==> config.mk <==
export PLATFORM = sky130hd
export DESIGN_NAME = crc16_packet_framer_core
export DESIGN_NICKNAME = d
export VERILOG_FILES = /design/src/sv/crc16pf_pkg.sv /design/src/sv/crc16_packet_framer_core.sv /design/src/sv/crc16pf_front.sv /design/src/sv/crc16pf_queue.sv /design/src/sv/crc16pf_back.sv
export SDC_FILE = /design/constraint.sdc
export NUM_CORES = 1
export LEC_CHECK = 0
export BUFFER_PORTS_ARGS = -buffer_cell sky130_fd_sc_hd__buf_2
export CAP_MARGIN = 5
export CORE_ASPECT_RATIO = 2
export CORE_UTILIZATION = 49
export CTS_CLUSTER_SIZE = 25
export DETAILED_ROUTE_END_ITERATION = 10
export PLACE_DENSITY = 0.66
export SETUP_SLACK_MARGIN = 0.2
export SLEW_MARGIN = 20
export SYNTH_ARGS = -nofsm -noshare
export SYNTH_HDL_FRONTEND = slang
export SYNTH_HIERARCHICAL = 1
export SYNTH_SLANG_ARGS = --single-unit
==> constraint.sdc <==
create_clock -name clock -period 10.2 [get_ports clock]
set_clock_uncertainty 0.05 [all_clocks]
set_input_delay 0 -clock clock [delete_from_list [all_inputs] [get_ports clock]]
set_output_delay 0 -clock clock [all_outputs]
set_load 0.1 [all_outputs]
==> src/sv/crc16pf_pkg.sv <==
`timescale 1ns / 1ps

package crc16pf_pkg;

   localparam int QUEUE_DEPTH = 4;

   localparam logic [15:0] CRC_POLY    = 16'h1021;
   localparam logic [7:0]  SHORT_START = 8'd2;
   localparam logic [7:0]  LONG_START  = 8'd3;
   localparam logic [7:0]  END_BYTE    = 8'd3;

   localparam logic REQ_START = 1'b0;
   localparam logic REQ_DATA  = 1'b1;

   typedef enum logic [1:0] {
      OP_ERROR,
      OP_SHORT,
      OP_LONG,
      OP_DATA
   } op_type;

   // One decoded item: header, data or error part, optional trailer with its CRC.
   typedef struct packed {
      op_type      op;
      logic        trailer;
      logic [15:0] value;
      logic [15:0] crc;
   } cmd_type;

endpackage

==> src/sv/crc16_packet_framer_core.sv <==
`timescale 1ns / 1ps

// CRC-16 packet framer for a serial link.
// Request channel (req_*): a start item (req_type 0) carries the payload length,
// a data item (req_type 1) carries one payload byte. Response channel (rsp_*)
// gives one framed byte per item: header 2,len or 3,len_hi,len_lo on a start;
// the payload byte on data; after the last byte CRC hi, CRC lo and end byte 3
// (rsp_frame_end). rsp_run_last marks the last byte caused by one request.
// A start while a packet is open, or data with none open, gives a single
// result with rsp_proto_error set and leaves the packet state alone.
// A request taken by the decoder is written into the queue; its first byte is
// then loaded into the output register once that register is free.
// Throughput: one request per cycle while each yields one byte and the receiver
// does not stall; the output stage emits one byte per cycle while rsp_ready is
// high, and longer header and trailer bursts are absorbed by a QUEUE_DEPTH-entry
// command queue between the decoder and the byte sequencer.
// When the receiver stalls, the output byte holds and the queue fills; req_ready
// drops only when the queue is full.
// Reset (synchronous, active high) closes any packet, empties the queue and
// drops rsp_valid.
module crc16_packet_framer_core #(
   parameter int QUEUE_DEPTH = crc16pf_pkg::QUEUE_DEPTH
) (
   input  logic        clock,
   input  logic        reset,
   input  logic        req_valid,
   output logic        req_ready,
   input  logic        req_type,
   input  logic [15:0] req_packet_length,
   input  logic [7:0]  req_data_byte,
   output logic        rsp_valid,
   input  logic        rsp_ready,
   output logic [7:0]  rsp_out_byte,
   output logic        rsp_frame_end,
   output logic        rsp_run_last,
   output logic        rsp_proto_error
);
   import crc16pf_pkg::*;

   cmd_type push_cmd, head_cmd;
   logic    push_valid, q_full, q_empty, q_pop;

   crc16pf_front u_front (
      .clock             (clock),
      .reset             (reset),
      .req_valid         (req_valid),
      .req_ready         (req_ready),
      .req_type          (req_type),
      .req_packet_length (req_packet_length),
      .req_data_byte     (req_data_byte),
      .cmd_valid         (push_valid),
      .cmd               (push_cmd),
      .cmd_full          (q_full)
   );

   crc16pf_queue #(
      .DEPTH (QUEUE_DEPTH)
   ) u_queue (
      .clock      (clock),
      .reset      (reset),
      .push_valid (push_valid),
      .push_cmd   (push_cmd),
      .full       (q_full),
      .pop        (q_pop),
      .empty      (q_empty),
      .head       (head_cmd)
   );

   crc16pf_back u_back (
      .clock           (clock),
      .reset           (reset),
      .cmd_empty       (q_empty),
      .cmd             (head_cmd),
      .cmd_pop         (q_pop),
      .rsp_valid       (rsp_valid),
      .rsp_ready       (rsp_ready),
      .rsp_out_byte    (rsp_out_byte),
      .rsp_frame_end   (rsp_frame_end),
      .rsp_run_last    (rsp_run_last),
      .rsp_proto_error (rsp_proto_error)
   );

endmodule

==> src/sv/crc16pf_front.sv <==
`timescale 1ns / 1ps

module crc16pf_front (
   input  logic                 clock,
   input  logic                 reset,
   input  logic                 req_valid,
   output logic                 req_ready,
   input  logic                 req_type,
   input  logic [15:0]          req_packet_length,
   input  logic [7:0]           req_data_byte,
   output logic                 cmd_valid,
   output crc16pf_pkg::cmd_type cmd,
   input  logic                 cmd_full
);
   import crc16pf_pkg::*;

   logic        packet_open_ff, packet_open_in;
   logic [15:0] bytes_left_ff, bytes_left_in;
   logic [15:0] crc_ff, crc_in;
   logic [15:0] crc_next;
   logic [15:0] left_dec;
   logic        accept;

   function automatic logic [15:0] crc_fold(input logic [15:0] crc, input logic [7:0] b);
      logic [15:0] c;
      c = crc ^ {b, 8'h00};
      for (int i = 0; i < 8; i++) begin
         c = c[15] ? ((c << 1) ^ CRC_POLY) : (c << 1);
      end
      return c;
   endfunction

   assign req_ready = !cmd_full;
   assign cmd_valid = req_valid;
   assign accept    = req_valid && req_ready;
   assign crc_next  = crc_fold(crc_ff, req_data_byte);
   assign left_dec  = bytes_left_ff - 16'd1;

   always_comb begin
      packet_open_in = packet_open_ff;
      bytes_left_in  = bytes_left_ff;
      crc_in         = crc_ff;
      cmd.op         = OP_ERROR;
      cmd.trailer    = 1'b0;
      cmd.value      = '0;
      cmd.crc        = '0;
      if (req_type == REQ_START) begin
         if (!packet_open_ff) begin
            cmd.op    = (req_packet_length[15:8] == 8'd0) ? OP_SHORT : OP_LONG;
            cmd.value = req_packet_length;
            crc_in    = '0;
            if (req_packet_length == 16'd0) begin
               cmd.trailer = 1'b1;
            end else begin
               bytes_left_in  = req_packet_length;
               packet_open_in = 1'b1;
            end
         end
      end else begin
         if (packet_open_ff) begin
            cmd.op        = OP_DATA;
            cmd.value     = {8'd0, req_data_byte};
            cmd.crc       = crc_next;
            crc_in        = crc_next;
            bytes_left_in = left_dec;
            if (left_dec == 16'd0) begin
               cmd.trailer    = 1'b1;
               packet_open_in = 1'b0;
            end
         end
      end
   end

   always_ff @(posedge clock) begin
      if (reset) begin
         packet_open_ff <= 1'b0;
         bytes_left_ff  <= '0;
         crc_ff         <= '0;
      end else if (accept) begin
         packet_open_ff <= packet_open_in;
         bytes_left_ff  <= bytes_left_in;
         crc_ff         <= crc_in;
      end
   end

endmodule

==> src/sv/crc16pf_queue.sv <==
`timescale 1ns / 1ps

module crc16pf_queue #(
   parameter int DEPTH = crc16pf_pkg::QUEUE_DEPTH
) (
   input  logic                 clock,
   input  logic                 reset,
   input  logic                 push_valid,
   input  crc16pf_pkg::cmd_type push_cmd,
   output logic                 full,
   input  logic                 pop,
   output logic                 empty,
   output crc16pf_pkg::cmd_type head
);
   import crc16pf_pkg::*;

   localparam int PTR_W = (DEPTH > 1) ? $clog2(DEPTH) : 1;
   localparam int CNT_W = $clog2(DEPTH + 1);

   cmd_type           mem_ff [DEPTH];
   logic [PTR_W-1:0]  wr_ptr_ff, rd_ptr_ff;
   logic [CNT_W-1:0]  count_ff;
   logic              do_push, do_pop;

   function automatic logic [PTR_W-1:0] ptr_inc(input logic [PTR_W-1:0] p);
      return (p == PTR_W'(DEPTH - 1)) ? '0 : p + 1'b1;
   endfunction

   assign full    = (count_ff == CNT_W'(DEPTH));
   assign empty   = (count_ff == '0);
   assign head    = mem_ff[rd_ptr_ff];
   assign do_push = push_valid && !full;
   assign do_pop  = pop && !empty;

   always_ff @(posedge clock) begin
      if (do_push) begin
         mem_ff[wr_ptr_ff] <= push_cmd;
      end
   end

   always_ff @(posedge clock) begin
      if (reset) begin
         wr_ptr_ff <= '0;
         rd_ptr_ff <= '0;
         count_ff  <= '0;
      end else begin
         if (do_push) begin
            wr_ptr_ff <= ptr_inc(wr_ptr_ff);
         end
         if (do_pop) begin
            rd_ptr_ff <= ptr_inc(rd_ptr_ff);
         end
         if (do_push && !do_pop) begin
            count_ff <= count_ff + 1'b1;
         end else if (do_pop && !do_push) begin
            count_ff <= count_ff - 1'b1;
         end
      end
   end

endmodule

==> src/sv/crc16pf_back.sv <==
`timescale 1ns / 1ps

module crc16pf_back (
   input  logic                 clock,
   input  logic                 reset,
   input  logic                 cmd_empty,
   input  crc16pf_pkg::cmd_type cmd,
   output logic                 cmd_pop,
   output logic                 rsp_valid,
   input  logic                 rsp_ready,
   output logic [7:0]           rsp_out_byte,
   output logic                 rsp_frame_end,
   output logic                 rsp_run_last,
   output logic                 rsp_proto_error
);
   import crc16pf_pkg::*;

   logic [2:0] step_ff;
   logic       rsp_valid_ff;
   logic [7:0] out_byte_ff;
   logic       frame_end_ff, run_last_ff, proto_error_ff;

   logic [2:0] hdr_n, total, tail_idx;
   logic [7:0] byte_in;
   logic       end_in, last_in, err_in;
   logic       load;

   assign load    = !cmd_empty && (!rsp_valid_ff || rsp_ready);
   assign cmd_pop = load && last_in;

   always_comb begin
      err_in = 1'b0;
      case (cmd.op)
         OP_SHORT: hdr_n = 3'd2;
         OP_LONG:  hdr_n = 3'd3;
         OP_ERROR: begin
            hdr_n  = 3'd1;
            err_in = 1'b1;
         end
         default:  hdr_n = 3'd1;
      endcase
      total    = hdr_n + (cmd.trailer ? 3'd3 : 3'd0);
      last_in  = (step_ff == total - 3'd1);
      tail_idx = step_ff - hdr_n;
      end_in   = 1'b0;
      byte_in  = 8'd0;
      if (step_ff < hdr_n) begin
         case (cmd.op)
            OP_SHORT: byte_in = (step_ff == 3'd0) ? SHORT_START : cmd.value[7:0];
            OP_LONG: begin
               case (step_ff)
                  3'd0:    byte_in = LONG_START;
                  3'd1:    byte_in = cmd.value[15:8];
                  default: byte_in = cmd.value[7:0];
               endcase
            end
            OP_DATA:  byte_in = cmd.value[7:0];
            default:  byte_in = 8'd0;
         endcase
      end else begin
         // trailer: CRC high, CRC low, end byte
         case (tail_idx)
            3'd0:    byte_in = cmd.crc[15:8];
            3'd1:    byte_in = cmd.crc[7:0];
            default: begin
               byte_in = END_BYTE;
               end_in  = 1'b1;
            end
         endcase
      end
   end

   always_ff @(posedge clock) begin
      if (reset) begin
         step_ff      <= '0;
         rsp_valid_ff <= 1'b0;
      end else begin
         if (load) begin
            step_ff      <= last_in ? 3'd0 : step_ff + 3'd1;
            rsp_valid_ff <= 1'b1;
         end else if (rsp_ready) begin
            rsp_valid_ff <= 1'b0;
         end
      end
   end

   always_ff @(posedge clock) begin
      if (load) begin
         out_byte_ff    <= byte_in;
         frame_end_ff   <= end_in;
         run_last_ff    <= last_in;
         proto_error_ff <= err_in;
      end
   end

   assign rsp_valid       = rsp_valid_ff;
   assign rsp_out_byte    = out_byte_ff;
   assign rsp_frame_end   = frame_end_ff;
   assign rsp_run_last    = run_last_ff;
   assign rsp_proto_error = proto_error_ff;

endmodule

==> results of run 1 <==
## repair_timing
action                     in CTS  in global routing
setup endpoints to repair       0                  0
hold buffers                   18                  0
resized for setup               0                  0
hold endpoints to repair       60                  0
## tightest hold or removal path, stage by stage
cell,delay (ns)
buf_2,0.12
nand2_1,0.05
o21ai_0,0.17
## cell type report
type | count | area share, %
repair buffers | 61 | 3.98
well taps | 213 | 2.65
flip-flops and latches | 197 | 54.2
multi-input cells | 398 | 32.4
clock buffers | 19 | 4.30
clock inverters | 13 | 1.24
inverters | 30 | 1.17
## report_power, final
group          total, W  switching [W]  internal (W)
Clock          0.000633       0.000292      0.000340
Sequential      0.00105      0.0000499       0.00100
Combinational  0.000899       0.000593      0.000306
Total           0.00259       0.000935       0.00165
## stage by stage
step           power [W]  utilization, %  area [um^2]
4_1_cts          0.00261            56.3        10100
3_5_place_dp     0.00197            52.2         9320
3_3_place_gp     0.00194            52.1         9310
5_1_grt          0.00272            56.3        10100
6_report         0.00259            56.3        10100
2_1_floorplan    0.00179               -         8990
## registers in the layout, summed over array words and instances, names as in the netlist, named ones only
signal,cells
u_queue/mem_ff,140
u_front/bytes_left_ff,16
u_front/crc_ff,16
u_back/rsp_out_byte,8
u_back/step_ff,3
u_queue/count_ff,3
u_queue/rd_ptr_ff,2
u_queue/wr_ptr_ff,2
u_back/rsp_frame_end,1
u_back/rsp_proto_error,1
u_back/rsp_run_last,1
u_back/rsp_valid,1
u_front/packet_open_ff,1
## layout by cell type (no fill, tap or decap), types with 13 or more instances in the layout
master and instances:
mux4_2 35, xor2_1 13, nor2_1 46, nand2_1 46, buf_2 41, nor3_1 13, xnor2_1 23, ha_1 20
a22oi_1 13, mux2i_1 13, clkbuf_16 17, dfxtp_1 45, dlygate4sd3_1 18, edfxtp_1 151, a21oi_1 31, inv_1 28
and2_1 18, o21ai_0 18
## synthesized netlist by cell type, drive strengths merged (2+ instances only)
library cell	number	area [um^2]
a211o	2	17.5
a21o	6	45.0
a21oi	31	155
a22oi	13	97.6
a31oi	2	12.5
and2	19	119
and3	5	36.3
buf	11	87.6
clkbuf	22	82.6
clkinv	2	12.5
dfxtp	46	921
edfxtp	151	4530
fa	2	40.0
ha	20	250
inv	28	105
mux2i	13	130
mux4	35	788
nand2	46	173
nand2b	9	56.3
nand3	5	25.0
nand4	4	25.0
nor2	48	185
nor2b	6	37.5
nor3	14	75.1
nor3b	2	15.0
nor4	7	65.1
nor4b	2	32.5
o2111ai	2	17.5
o21a	4	30.0
o21ai	22	114
o221ai	6	52.6
o31a	4	35.0
o31ai	3	32.5
o32ai	7	61.3
or3	5	32.5
xnor2	23	201
xor2	13	114
## worst max-delay path by stage
stage          from                  end
2_1_floorplan  flop  u_queue/count_ff[2]
3_3_place_gp   flop  u_queue/count_ff[2]
3_5_place_dp   flop  u_queue/count_ff[2]
4_1_cts        flop  u_queue/count_ff[2]
5_1_grt        flop  u_queue/count_ff[2]
6_report       flop  u_queue/count_ff[2]
## per-layer routing
layer  track usage, %  part of all wire (%)  vias up
met4             8.70                   2.4        0
li1                 -                     -     2576
met2             38.9                    57      114
met3             3.32                   2.6       22
met5                0                     0        -
met1             22.1                    38     2691
## cell families after synthesis
family | count (synthesis) | share of synthesized area (%)
fa+ha+maj | 22 | 3.23
compound gates | 111 | 8.42
flops | 197 | 60.7
simple gates | 181 | 10.7
buf+inv | 63 | 3.20
mux | 48 | 10.2
xor+xnor | 36 | 3.51
==> summary.md, run 1 <==
| Metric | Value |
|---|---|
| Outcome | finished, violations left |
| Violated checks | design-rule violations |
| #FFs+latches synth | 197 |
| R2R depth | 15 |
| Final Hold Fails | 0 |
| Slew Viols, Final | 0 |
| CP max FO | 35 |
| Post-Syn Area | roughly 9000 um^2 |
| CTS root buffer | clkbuf_16 |
| Final worst slack | 5.86 ns |
| Post-synth ARST share | 0% |
| Final Setup Violations | 0 |
| Area of the multi-input gates | 3260 um^2 |
| Lkg Pwr | 3.54 nW |
| Startpoint types | flop |
| Worst path arrival time | 4.64 ns |
| Max_cap viols | 0 |
| Avg WL per Cell | 19.4 um |
| Hold_ws | 0.0140 ns |
| Yosys warning total | 6 |
| Buf/Inv on CP | 3 |
| Worst-path clk slew | approximately 0.070 ns |
| Post-CTS Repair Setup Buffers | 0 |
| Non-Filler Instances | just over 900 |
| RSZ-0062 raised after global routing | no |
| Mean post-synth cell area | about 14 um^2 |
| Hold-critical path depth | 3 |
| Top_reg_cell synth | edfxtp_1 |
| Initial Util | 50.3% |
| Hold Startpoint | req_data_byte[6] |
| Syn Inst Count | 658 |
| Detailed Place HPWL | 12600 um |
| First-pass GRT wire length | ~29000 um |
| Least-Margin Pin Slew | between 1 and 1.5 ns |
| Vias | 5403 |
| Storage cell area | 5460 um^2 |
| Antenna violations before repair | 0 |
| Rows | 69 |
| Placement Setup Slack | 5.80 ns |
| Critical Path Stages | 15 |
| Diode count | 0 |
| Nets | around 760 |
| Worst slew margin | 32.2% |
| Max stage delay on crit path | 0.63 ns |
| Residual DRC | 6 |
| Number of buffers created by CTS | 17 |
| Die area | 18900 um^2 |
| First-pass DRT Iterations | 8 |
| Worst path most repeated cell | ha_1 |
| Area grow syn2layout | 11.9% |
| Port bufs | 41 |
| Min-delay worst type | input pin to flop |
| Fin crit share | a little over two fifths |
| DP Cell Count | ~880 |
| FF-to-FF setup slack | roughly 5.9 ns |
| CP endpoint kind | flop |
| H-tree Lvls | 4 |
| Clk_lat worst skew | 0.43 ns |
| Worst reg2reg path endpoint | u_queue/count_ff[2] |
| Largest delay share family, worst path | adder cells |
| Vias per inst | 5.80 |
| Count of different cell masters after synthesis | 70 |
| Upper clock frequency limit | 230 MHz |
| Seq/Total Area, Yosys | 60.7% |
| Post-Route Setup TNS | 0 ns |
| Syn nets | 709 |
| Maximum vdd drop | 0.000155 V |
| Kind of critical path | flop to flop |
| Minimum clock period | between 4 and 5 ns |
| Post-synth EDFFs | 151 |
| Die width | 97.8 um |
| CTS tree | built |
| Core Box Area | about 18000 um^2 |
| Pwr Density | 257 nW/um^2 |
| Drt total wl | 18100 um |
| TritonCTS sink count | 197 |
| DRT iter0 DRCs | 289 |
| GPL Wtd Cong | 0.834 |
| Fillers | 1444 |
| Clk buf depth | 2 |
| Slowest cell on crit path | mux4_2 |
| Grt total ovfl | 0 |
| Overall Global Routing Usage | 20.5% |
| Worst path cell trace | buf_4 -> mux4_2 -> inv_1 -> ha_1 -> ha_1 -> xnor2_1 -> xnor2_1 -> nor4b_4 -> o31ai_2 -> ha_1 -> inv_1 -> fa_1 -> xor2_1 -> or3_2 -> a21oi_1 |
| Top Ports | 42 |
| WHS Endpoint | u_queue/mem_ff[2][22] |
| Via count of the first global-routing pass | between 5000 and 6000 |
| CP Data Required Time | between 10 and 15 ns |
| Post-route ant nets | 0 |
| Share of post-route cells with drive strength above 1 | 18.0% |
| Largest net degree at the start of global routing | 44 |
| Die H | about 190 um |
No activity file was read; power rests on OpenSTA's default activity.
==> run 2: changes to the inputs <==
==> constraint.sdc (replaced) <==
create_clock -name clock -period 4.03 [get_ports clock]
set_clock_uncertainty 0.05 [all_clocks]
set_input_delay 0 -clock clock [delete_from_list [all_inputs] [get_ports clock]]
set_output_delay 0 -clock clock [all_outputs]
set_load 0.1 [all_outputs]
==> run 2 against run 1 <==
The flow still finishes with violations (design-rule violations). Routed wire length is 2.4% higher. Non-clock buffer count is 10 higher. Worst hold slack worse by 0.0041 ns. Register-to-register slack worse by 5.5 ns. Critical path depth is 3 lower. Critical endpoint unchanged. Largest cell class unchanged. Highest routed layer unchanged.
==> summary.md, run 2 (same netlist as run 1, synthesis figures left out) <==
| Metric | Value |
|---|---|
| Top Usage Layer GRT | met2 (unchanged) |
| GPL Wtd Cong | 0.842 (was 0.834) |
| Max stage delay on crit path | 0.55 ns (was 0.63 ns) |
| Most common cell after layout, fill and taps aside | edfxtp_1 (unchanged) |
| CTS tree | built (unchanged) |
| Tot Pwr | 0.00665 W (was 0.00259 W) |
| CTS root buffer | clkbuf_16 (unchanged) |
| Min-delay worst type | input pin to flop (unchanged) |
| Drt total wl | 18500 um (was 18100 um) |
| Avg WL per Cell | 19.7 um (was 19.4 um) |
| Grt met1 use | 22.4% (was 22.1%) |
| Initial Util | 50.3% (unchanged) |
| Area grow syn2layout | 13.0% (was 11.9%) |
| Rows | 69 (unchanged) |
| Die H | 194 um (unchanged) |
| Least-Margin Pin Slew | 0.965 ns (was 1.01 ns) |
| Slew Viols, Final | 0 (unchanged) |
| Nets | 766 (was 756) |
| H-tree Lvls | 4 (unchanged) |
| Vias | 5427 (was 5403) |
| Most flop-heavy register | u_queue/mem_ff (unchanged) |
| RSZ-0062 raised after global routing | no (unchanged) |
| Comb pwr share | 36.3% (was 34.8%) |
| Cell Int Power | 0.00426 W (was 0.00165 W) |
| Lkg Pwr | 3.59 nW (was 3.54 nW) |
| Diode count | 0 (unchanged) |
| Slowest cell on crit path | mux4_2 (unchanged) |
| Number of buffers created by CTS | 17 (unchanged) |
| Share of post-route cells with drive strength above 1 | 19.7% (was 18.0%) |
| Storage cell area | 5460 um^2 (about the same) |
| Area of the multi-input gates | 3300 um^2 (was 3260 um^2) |
| Worst path arrival time | 3.93 ns (was 4.64 ns) |
| TritonCTS sink count | 197 (unchanged) |
| Outcome | finished, violations left (unchanged) |
| Startpoint types | flop (unchanged) |
| Commonest cells after routing, fill and taps aside | edfxtp_1 (151), nand2_1 (46), nor2_1 (46) (unchanged) |
| Port bufs | 41 (unchanged) |
| Vias per inst | 5.78 (was 5.80) |
| Hold Startpoint | req_data_byte[1] (was req_data_byte[6]) |
| Residual DRC | 8 (was 6) |
| Post-route ant nets | 0 (unchanged) |
| Net Sw Frac | 36.0% (was 36.2%) |
| Post-Route Setup TNS | 0 ns (unchanged) |
| Antenna violations before repair | 0 (unchanged) |
| Number of flip-flops in the largest register | 140 (unchanged) |
| Final Hold Fails | 0 (unchanged) |
| Net Sw Power | 0.00239 W (was 0.000935 W) |
| Kind of critical path | flop to flop (unchanged) |
| Largest net degree at the start of global routing | 44 (unchanged) |
| Final core utilization | 56.8% (was 56.3%) |
| FF-to-FF setup slack | 0.39 ns (was 5.86 ns) |
| Clock power share | 23.4% (was 24.5%) |
| Largest registers | u_queue/mem_ff: 140 flops, u_front/bytes_left_ff: 16 flops, u_front/crc_ff: 16 flops (unchanged) |
| Via count of the first global-routing pass | 5625 (was 5618) |
| Grt total ovfl | 0 (unchanged) |
| Maximum vdd drop | 0.000360 V (was 0.000155 V) |
| Routing usage on met3 | 3.40% (was 3.32%) |
| Pwr Density | 655 nW/um^2 (was 257 nW/um^2) |
| Minimum clock period | 3.64 ns (was 4.34 ns) |
| Violated checks | design-rule violations (unchanged) |
| Clk_lat worst skew | 0.42 ns (was 0.43 ns) |
| Detailed Place HPWL | 13000 um (was 12600 um) |
| Worst-path clk slew | 0.07 ns (about the same) |
| Worst path cell trace | mux4_2 -> ha_1 -> ha_1 -> xnor2_1 -> nor4b_4 -> o31ai_4 -> ha_2 -> inv_1 -> fa_1 -> xor2_1 -> or3_2 -> a21oi_1 (was buf_4 -> mux4_2 -> inv_1 -> ha_1 -> ha_1 -> xnor2_1 -> xnor2_1 -> nor4b_4 -> o31ai_2 -> ha_1 -> inv_1 -> fa_1 -> xor2_1 -> or3_2 -> a21oi_1) |
| Clk buf depth | 2 (unchanged) |
| Worst reg2reg path endpoint | u_queue/count_ff[2] (unchanged) |
| WHS Endpoint | u_queue/mem_ff[2][17] (was u_queue/mem_ff[2][22]) |
| CP Data Required Time | 4.32 ns (was 10.50 ns) |
| Sequential power share | 40.3% (was 40.8%) |
| Hold-critical path depth | 2 (was 3) |
| First-pass GRT wire length | 29500 um (was 29200 um) |
| Worst slew margin | 35.7% (was 32.2%) |
| Overall Global Routing Usage | 20.6% (was 20.5%) |
| Upper clock frequency limit | 274 MHz (was 230 MHz) |
| Die area | 18900 um^2 (unchanged) |
| CP max FO | 6 (was 35) |
| Top Ports | 42 (unchanged) |
| Max_cap viols | 0 (unchanged) |
| CP endpoint kind | flop (unchanged) |
| R2R depth | 12 (was 15) |
| DRT iter0 DRCs | 405 (was 289) |
| Fillers | 1431 (was 1444) |
| First-pass DRT Iterations | 8 (unchanged) |
| Worst path most repeated cell | ha_1 (unchanged) |
| Core Box Area | 17900 um^2 (unchanged) |
| Final Setup Violations | 0 (unchanged) |
| Met2 usage | 38.6% (was 38.9%) |
| Fin crit share | 90.4% (was 42.6%) |
| Die width | 97.8 um (unchanged) |
run 2: what timing repair did:
item / CTS / global route
buffers inserted: 0 / 4
hold buffers: 17 / 0
endpoints found under the hold margin: 49 / 0
endpoints found under the setup margin: 1 / 1
resized for setup: 0 / 7
pin swaps: 1 / 3
run 2: area by class of cell:
type	count	share of cell area, %
inverter	30	1.16
multi-input combinational	398	32.5
sequential	197	53.8
clock buffer	18	4.23
timing repair buffer	71	4.66
clock inverter	12	1.06
tap	213	2.63
run 2: worst max-delay path by stage:
stage	endpoint	depth (start not counted)
after global placement	u_queue/count_ff[2]	14
after detailed placement	u_queue/count_ff[2]	14
final	u_queue/count_ff[2]	12
after floorplan	u_queue/count_ff[2]	16
after global routing	u_queue/count_ff[2]	14
after CTS	u_queue/count_ff[2]	14
run 2: power groups by stage:
stage | clock network, W | logic [W] | registers, W
2_1_floorplan | 0 | 0.00142 | 0.00312
3_3_place_gp | 0 | 0.00226 | 0.00270
3_5_place_dp | 0 | 0.00232 | 0.00272
4_1_cts | 0.00159 | 0.00234 | 0.00267
5_1_grt | 0.00166 | 0.00260 | 0.00271
6_report | 0.00156 | 0.00241 | 0.00268
run 2: worst max-delay path, delay by kind of cell, from the launching register on:
kind / cells / cell delay (ns)
AOI/OAI and AO/OA: 2 / 0.26
xor gates and xnor gates: 2 / 0.51
adders and majority gates: 4 / 1.21
buffers and inverters: 1 / 0.05
DFF: 1 / 0.38
muxes: 1 / 0.55
and+or+nand+nor: 2 / 0.53
run 2: per-layer routing:
metal	share of wire [%]	up-vias
met4	3.1	0
met5	0	-
li1	-	2584
met2	56	148
met3	2.9	27
met1	38	2668
run 2: stage by stage:
| stage | worst slack, ns | instance area, um^2 | std cells | hold WS [ns] |
|---|---|---|---|---|
| after floorplan | 0.200 | 9000 | 658 | 0.0224 |
| after global placement | 0.338 | 9370 | 888 | 0.263 |
| after detailed placement | 0.226 | 9380 | 888 | 0.289 |
| final | 0.386 | 10200 | 939 | 0.00985 |
| after CTS | 0.216 | 10100 | 935 | 0.00245 |
| after global routing | 0.231 | 10200 | 939 | 0.0293 |
